## src/rtl/core/u8dec_pkg.sv

```systemverilog
// Package for the UTF-8 byte stream decoder.
// Holds field widths and result status codes; no dependencies.
package u8dec_pkg;

    localparam int unsigned ByteW   = 8;
    localparam int unsigned CodeW   = 16;
    localparam int unsigned StatW   = 2;
    localparam int unsigned LenW    = 2;
    localparam int unsigned PayW    = 10;

    typedef logic [StatW-1:0] t_status;

    localparam t_status ST_OK       = 2'd0;
    localparam t_status ST_BAD_CONT = 2'd1;
    localparam t_status ST_INCOMPL  = 2'd2;
    localparam t_status ST_BAD_LEAD = 2'd3;

endpackage

```

## src/rtl/core/utf8_byte_stream_decoder_unit.sv

```systemverilog
// Top level of the UTF-8 byte stream decoder.
// Uses u8dec_pkg for widths and status codes.
//
// Input channel: i_valid / o_ready carry one raw byte (i_data_byte) per request.
// Output channel: o_valid / i_ready carry one decoded result per request:
// o_code_point, o_status, o_seq_length and o_last (set on the final result
// caused by a byte). Lead and middle bytes of a sequence give no result.
// A result is registered and appears in the cycle after the byte that completes it.
// Throughput: one byte per cycle while results are taken and no second
// result waits. A zero byte inside a sequence gives two results; the second
// waits in a one-entry pending slot and o_ready stays low until it moves out.
// The decoder state is updated in the cycle a byte is accepted, directly
// from the byte and the partial character held in registers.
// Reset (synchronous, active low) clears the partial character, the output
// valid flag and the pending slot.
// When the receiver stalls, the result register holds; o_ready stays low
// while the register is full and not taken, and while a second result waits.
module utf8_byte_stream_decoder_unit (
    input  logic                        i_clk,
    input  logic                        i_rst_n,
    input  logic                        i_valid,
    output logic                        o_ready,
    input  logic [u8dec_pkg::ByteW-1:0] i_data_byte,
    output logic                        o_valid,
    input  logic                        i_ready,
    output logic [u8dec_pkg::CodeW-1:0] o_code_point,
    output u8dec_pkg::t_status          o_status,
    output logic [u8dec_pkg::LenW-1:0]  o_seq_length,
    output logic                        o_last
);

    logic [1:0]                  r_remaining, n_remaining;
    logic [u8dec_pkg::PayW-1:0]  r_payload,   n_payload;
    logic [u8dec_pkg::LenW-1:0]  r_taken,     n_taken;
    logic                        r_cont_err,  n_cont_err;
    logic                        r_pend,      n_pend;
    logic                        r_out_valid, n_out_valid;
    logic [u8dec_pkg::CodeW-1:0] r_code,      n_code;
    u8dec_pkg::t_status          r_status,    n_status;
    logic [u8dec_pkg::LenW-1:0]  r_len,       n_len;
    logic                        r_last,      n_last;

    logic                        accept;
    logic                        out_free;
    logic                        res_valid;
    logic                        res_two;
    logic [u8dec_pkg::CodeW-1:0] res_code;
    u8dec_pkg::t_status          res_status;
    logic [u8dec_pkg::LenW-1:0]  res_len;
    logic                        res_last;
    logic [u8dec_pkg::CodeW-1:0] merged;
    logic                        bad_form;

    assign out_free = !r_out_valid || i_ready;
    assign o_ready  = !r_pend && out_free;
    assign accept   = i_valid && o_ready;

    assign merged   = {r_payload, i_data_byte[5:0]};
    assign bad_form = (i_data_byte[7:6] != 2'b10);

    always_comb begin
        n_remaining = r_remaining;
        n_payload   = r_payload;
        n_taken     = r_taken;
        n_cont_err  = r_cont_err;
        res_valid   = 1'b0;
        res_two     = 1'b0;
        res_code    = '0;
        res_status  = u8dec_pkg::ST_OK;
        res_len     = 2'd1;
        res_last    = 1'b1;
        if (r_remaining == 2'd0) begin
            if (!i_data_byte[7]) begin
                res_valid = 1'b1;
                res_code  = {{(u8dec_pkg::CodeW-u8dec_pkg::ByteW){1'b0}}, i_data_byte};
            end else if (i_data_byte[7:5] == 3'b110) begin
                n_remaining = 2'd1;
                n_payload   = {5'd0, i_data_byte[4:0]};
                n_taken     = 2'd1;
                n_cont_err  = 1'b0;
            end else if (i_data_byte[7:4] == 4'b1110) begin
                n_remaining = 2'd2;
                n_payload   = {6'd0, i_data_byte[3:0]};
                n_taken     = 2'd1;
                n_cont_err  = 1'b0;
            end else begin
                res_valid  = 1'b1;
                res_status = u8dec_pkg::ST_BAD_LEAD;
            end
        end else if (i_data_byte == '0) begin
            res_valid   = 1'b1;
            res_two     = 1'b1;
            res_status  = u8dec_pkg::ST_INCOMPL;
            res_len     = r_taken;
            res_last    = 1'b0;
            n_remaining = 2'd0;
            n_payload   = '0;
            n_taken     = 2'd0;
            n_cont_err  = 1'b0;
        end else if (r_remaining == 2'd1) begin
            res_valid   = 1'b1;
            res_code    = merged;
            res_status  = (r_cont_err || bad_form) ? u8dec_pkg::ST_BAD_CONT
                                                   : u8dec_pkg::ST_OK;
            res_len     = r_taken + 2'd1;
            n_remaining = 2'd0;
            n_payload   = '0;
            n_taken     = 2'd0;
            n_cont_err  = 1'b0;
        end else begin
            n_remaining = r_remaining - 2'd1;
            n_payload   = merged[u8dec_pkg::PayW-1:0];
            n_taken     = r_taken + 2'd1;
            n_cont_err  = r_cont_err || bad_form;
        end
    end

    always_comb begin
        n_out_valid = r_out_valid;
        n_code      = r_code;
        n_status    = r_status;
        n_len       = r_len;
        n_last      = r_last;
        n_pend      = r_pend;
        if (accept && res_valid) begin
            n_out_valid = 1'b1;
            n_code      = res_code;
            n_status    = res_status;
            n_len       = res_len;
            n_last      = res_last;
            n_pend      = res_two;
        end else if (r_pend && out_free) begin
            n_out_valid = 1'b1;
            n_code      = '0;
            n_status    = u8dec_pkg::ST_OK;
            n_len       = 2'd1;
            n_last      = 1'b1;
            n_pend      = 1'b0;
        end else if (i_ready) begin
            n_out_valid = 1'b0;
        end
    end

    always_ff @(posedge i_clk) begin
        if (!i_rst_n) begin
            r_remaining <= 2'd0;
            r_payload   <= '0;
            r_taken     <= '0;
            r_cont_err  <= 1'b0;
            r_pend      <= 1'b0;
            r_out_valid <= 1'b0;
        end else begin
            if (accept) begin
                r_remaining <= n_remaining;
                r_payload   <= n_payload;
                r_taken     <= n_taken;
                r_cont_err  <= n_cont_err;
            end
            r_pend      <= n_pend;
            r_out_valid <= n_out_valid;
        end
    end

    always_ff @(posedge i_clk) begin
        r_code   <= n_code;
        r_status <= n_status;
        r_len    <= n_len;
        r_last   <= n_last;
    end

    assign o_valid      = r_out_valid;
    assign o_code_point = r_code;
    assign o_status     = r_status;
    assign o_seq_length = r_len;
    assign o_last       = r_last;

endmodule

```

## config.mk

```make
export PLATFORM = sky130hd
export DESIGN_NAME = utf8_byte_stream_decoder_unit
export DESIGN_NICKNAME = d
export VERILOG_FILES = /design/src/rtl/core/u8dec_pkg.sv /design/src/rtl/core/utf8_byte_stream_decoder_unit.sv
export SDC_FILE = /design/constraint.sdc
export NUM_CORES = 1
export LEC_CHECK = 0
export BUFFER_PORTS_ARGS = -buffer_cell sky130_fd_sc_hd__buf_2
export CAP_MARGIN = 20
export CORE_MARGIN = 2
export CORE_UTILIZATION = 40
export DETAILED_ROUTE_END_ITERATION = 16
export PLACE_DENSITY = 0.71
export SETUP_SLACK_MARGIN = 0.2
export SLEW_MARGIN = 10
export SYNTH_ARGS = -nofsm -noshare
export SYNTH_HDL_FRONTEND = slang
export SYNTH_SLANG_ARGS = --single-unit
```

## constraint.sdc

```tcl
create_clock -name i_clk -period 6.69 [get_ports i_clk]
set_input_delay 0.669 -clock i_clk [delete_from_list [all_inputs] [get_ports i_clk]]
set_output_delay 0.669 -clock i_clk [all_outputs]
set_load 0.005 [all_outputs]
```

# After elaboration in Yosys (flattened, before gate mapping)
# Index checks and enable logic that the tools add are counted.
[op_classes] eq_ne=6 reduce_logical=13 muxes=61 addsub=2
[op_table] op="$mux W16" n=5
[op_table] op="$mux W10" n=6
[op_table] op="$mux W2" n=24
[op_table] op="$mux W1" n=25
[op_table] op="$logic_not A8 Y1" n=1
[op_table] op="$mux W7" n=1
[op_table] op="$eq A4 B4 Y1 const B" n=1
[op_table] op="$logic_and A1 B1 Y1" n=4
[op_table] op="$ne A2 B2 Y1 const B" n=2
[op_table] op="$eq A3 B3 Y1 const B" n=1
[op_table] op="$ne A3 B1 Y1 const B" n=1
[op_table] op="$reduce_and A3 Y1" n=1
[op_table] op="$reduce_bool A3 Y1" n=1
[op_table] op="$add A2 B1 Y2 const B" n=1
[op_table] op="$eq A2 B1 Y1 const B" n=1
[op_table] op="$logic_not A1 Y1" n=2
[op_table] op="$logic_not A2 Y1" n=1
[op_table] op="$logic_or A1 B1 Y1" n=2
[op_table] op="$reduce_bool A2 Y1" n=1
[op_table] op="$sub A2 B1 Y2 const B" n=1
[word_totals] ff_bits=38 wordCells=92 out_inout_bits=23

# Logic depth before layout (Yosys ltp)
[logic_depth] depth_word=7 ltp_mapped=7 depth_no_buf=6

# Worst setup path before layout
# No wires, ideal clock.
[synth_path] path_type="input to register" startpoint="in i_data_byte[7] (netlist name)" endpoint="reg r_code, in the netlist o_code_point[0] (enable)" required_ns=6.284 arrival_ns=2.827 slack_ns=3.457 path_stages=5 path_buffers=1 setup_ns=0.406 cell_sequence="buf_6 or4_4 o21ai_4 nand3_1 a21oi_1"
[synth_between] elab_chain_cells=7 word_cells_on_any_way=10 classes_between="2 x eq/ne; 5 x mux; 3 x reduce/logical"
[synth_rtl] element="start, declared" line_no="utf8_byte_stream_decoder_unit.sv:23" text="input logic [u8dec_pkg::ByteW-1:0] i_data_byte,"
[synth_rtl] element="$eq A4 B4 Y1" line_no="utf8_byte_stream_decoder_unit.sv:81" text="end else if (i_data_byte[7:4] == 4'b1110) begin"
[synth_rtl] element="$mux W1" line_no="utf8_byte_stream_decoder_unit.sv:81"
[synth_rtl] element="$mux W1" line_no="utf8_byte_stream_decoder_unit.sv:76" text="end else if (i_data_byte[7:5] == 3'b110) begin"
[synth_rtl] element="$mux W1" line_no="utf8_byte_stream_decoder_unit.sv:73" text="if (!i_data_byte[7]) begin"
[synth_rtl] element="$mux W1 (*)" line_no="utf8_byte_stream_decoder_unit.sv:72" text="if (r_remaining == 2'd0) begin"
[synth_rtl] element="$logic_and A1 B1 Y1 (*)" line_no="utf8_byte_stream_decoder_unit.sv:125" text="if (accept && res_valid) begin"
[synth_rtl] element="$reduce_bool A2 Y1 (no line) (*)"
[synth_rtl] element="end signal, assigned" line_no="utf8_byte_stream_decoder_unit.sv:165" text="r_code <= n_code;"
[synth_rtl] element="end, declared" line_no="utf8_byte_stream_decoder_unit.sv:38" text="logic [u8dec_pkg::CodeW-1:0] r_code, n_code;"
# Every way passes the cells marked *; elsewhere a longest branch is shown, timed or not.
# A chain may end at the register's enable or synchronous reset.

# Worst setup path after layout
[layout_path] startpoint="in i_data_byte[7] (netlist name)" endpoint="reg r_code, in the netlist o_code_point[3] (enable)"
# Same word-level chain as after synthesis.

==> results_dict.tcl <==
set metrics [dict create \
    cts_tree "built" \
    route.detailed.drc 0 \
    dr.pass1.iters 4 \
    finalPower_mw 0.522 \
    status "finished, final reports clean" \
    drtIter0Drc 48 \
    startpoint_type "input port" \
    max_stage_delay_ns 0.62 \
    ant_nets 0 \
    dp_hpwl_um 2520 \
    tightest_slew_ns 0.703 \
    avgSynthCellArea_um2 11.4 \
    antenna_found_initial 0 \
    setup_violations 0 \
    slew_headroom_pct 53.1 \
    clockBufferDepth 2 \
    cts_htree_levels 2 \
    rsz0062_at_grt "false" \
    ioPinCount 35 \
    synth_edf_count 21 \
    post_cts_resized 0 \
    port_buffers 34 \
    yosysSeqAreaShare_pct 57.0 \
    clkTransAtPathRegs_ns 0.07 \
    cts_hold_buf 0 \
    cellPowerDensity_nw_per_um2 261 \
    grt.total_usage_pct 16.2 \
    fmax_mhz 370 \
    synth.net_count 164 \
    ys_warn_count 0 \
    worst_clock_skew_ns 0.00559 \
    final_net_count 201 \
    core-area_um2 4060 \
    r2r-end "o_code_point[3]" \
    min-delay-start "r_remaining[1]" \
    fp-row-count 23 \
    min_period_ns 2.70 \
    routabilityCongestion 0.836 \
    r2r-start "r_remaining[0]" \
    cts_buffers 5 \
    final_cell_mix "34 x buf_2, 21 x edfxtp_1, 17 x dfxtp_1" \
    grt.overflow.total 0 \
    grt_pass1_vias 1267 \
    finalHoldViolations 0 \
    ys_ff_latch 38 \
    hold_depth 2 \
    hold_end "r_remaining[1]" \
    dpl.cell_count 230 \
    start_util_pct 42.0 \
    cts_sinks 38 \
    ys_types 40 \
    end_kind "flop" \
    worstPathRequired_ns 6.69 \
    vias 1261 \
    critPathBufInv 2 \
    die_y_um 69.3 \
    fill_cells 386 \
    p_leak_nw 0.780 \
    n_antenna_cell 0 \
    layout_commonest_cell "buf_2" \
    regToRegSetupSlack_ns 4.49 \
    period_share_pct 40.4 \
    grt_start_max_net_pins 21 \
    hold_path.class "flop to flop" \
    drt-total-wl_um 3500 \
    netlist.top_cell.by_area "edfxtp_1" \
    stdcell_count 238 \
    synth_flop_cell "edfxtp_1" \
    syn_inst 150 \
    grt_pass1_wl_um 6090 \
    cp_slowest_cell "or4_4" \
    wire_per_inst_um 14.7 \
    die-area_um2 4800 \
    path_max_fanout 12 \
    async_reset_ff_share_pct 0 \
    cts-root-buf "clkbuf_8" \
    worstSetupPathType "input port to flop" \
    tns_ns 0 \
    clk_latency_ns 0.29 \
    cts_setup_buffers 0 \
    crit_chain "buf_2 > or4_4 > o21ai_4 > nand3_1 > a21oi_2 > buf_6" \
    synth_top_area_share_pct 37.0 \
    avgViaCountPerCell 5.30 \
    syn_area_um2 1700 \
    peakVddDrop_v 0.000140 \
    reg2reg_depth 7 \
    yosys-top-cells-area "edfxtp_1 37%, dfxtp_1 20%, and2_1 3.7%" \
    path_delay_family "compound AO/OA/AOI/OAI gates" \
    syn2layout_area_growth_pct 17.3 \
    drive_above_1_share_pct 28.7 \
    critPathArrivalTime_ns 2.70 \
    finalMaxSlewViolations 0 \
    die_x_um 69.3 \
    drv_cap 0 \
]
==> area by class of cell <==
type | count | area [um^2] | area share [%]
clock inverter | 2 | 8.76 | 0.438
inverter | 5 | 18.8 | 0.939
clock buffer | 6 | 72.6 | 3.63
timing repair buffer | 35 | 181 | 9.07
multi-input combinational | 102 | 684 | 34.2
sequential | 38 | 971 | 48.6
tap | 50 | 62.6 | 3.13
==> cell families (layout without fill, tap and decap cells) <==
| group | Yosys count | count (layout) | share of synthesized area [%] |
|---|---|---|---|
| AO/OA/AOI/OAI | 35 | 35 | 15.3 |
| AND/OR/NAND/NOR | 63 | 63 | 22.0 |
| buffers and inverters | 10 | 48 | 3.08 |
| flip-flops | 38 | 38 | 57.0 |
| adder cells (fa/ha/maj) | 2 | 2 | 1.47 |
| multiplexers | 2 | 2 | 1.17 |
==> worst max path at each step <==
stage,startpoint,endpoint,slack [ns],depth (start not counted)
detailed placement,i_data_byte[7],o_code_point[2],3.68,6
floorplan,i_data_byte[7],o_code_point[0],3.46,5
global placement,i_data_byte[7],o_code_point[11],3.54,5
global route,i_data_byte[7],o_code_point[3],3.87,6
finish,i_data_byte[7],o_code_point[3],3.99,6
CTS,i_data_byte[7],o_code_point[3],4.00,6
==> sequential cells by signal, indices dropped and copies added, names as in the netlist <==
register and cells:
r_taken 2, o_last 1, o_seq_length 2, r_cont_err 1
o_code_point 16, r_pend 1, o_status 2, r_remaining 2
o_valid 1, r_payload 10
==> routing by layer <==
metal	vias up	track usage, %	share of wire, %
li1	636	-	-
met1	586	20.5	45
met2	32	24.9	48
met3	7	5.67	4.6
met4	0	7.41	2.2
met5	-	0	0
==> synthesized netlist by cell type (2+ instances only) <==
master    count
a21oi_1       9
a32o_1        6
inv_1         3
a31oi_1       2
nand3_1       5
mux2i_1       2
nand2_1      15
buf_6         2
nand4_1       5
o21ai_0       5
or4_4         2
clkbuf_1      3
edfxtp_1     21
and2_1       10
nor2_1        4
ha_1          2
and3_1        6
o22ai_1       2
dfxtp_1      17
nand2b_1      2
or2_2         2
nor2b_1       5
o221a_2       2
or3_1         2
==> stage by stage <==
step / utilization [%] / cell area [um^2] / setup slack (ns) / hold WS, ns
4_1_cts: 49.3 / 2000 / 4.00 / 0.479
2_1_floorplan: - / 1700 / 3.46 / 0.442
6_report: 49.3 / 2000 / 3.99 / 0.474
5_1_grt: 49.3 / 2000 / 3.87 / 0.511
3_3_place_gp: 47.0 / 1910 / 3.54 / 0.453
3_5_place_dp: 47.3 / 1920 / 3.68 / 0.469
==> tightest hold or removal path: cells and delay by family, from the launching register on <==
family          cells  cell delay (ns)
flops               1             0.31
compound gates      1             0.06
simple gates        1             0.05
==> power breakdown <==
part	leakage, nW	switching, mW	internal, mW
registers	0.338	0.00769	0.271
clock network	0.0426	0.0748	0.0715
logic	0.400	0.0609	0.0364
Power figures use the tool's default switching activity.
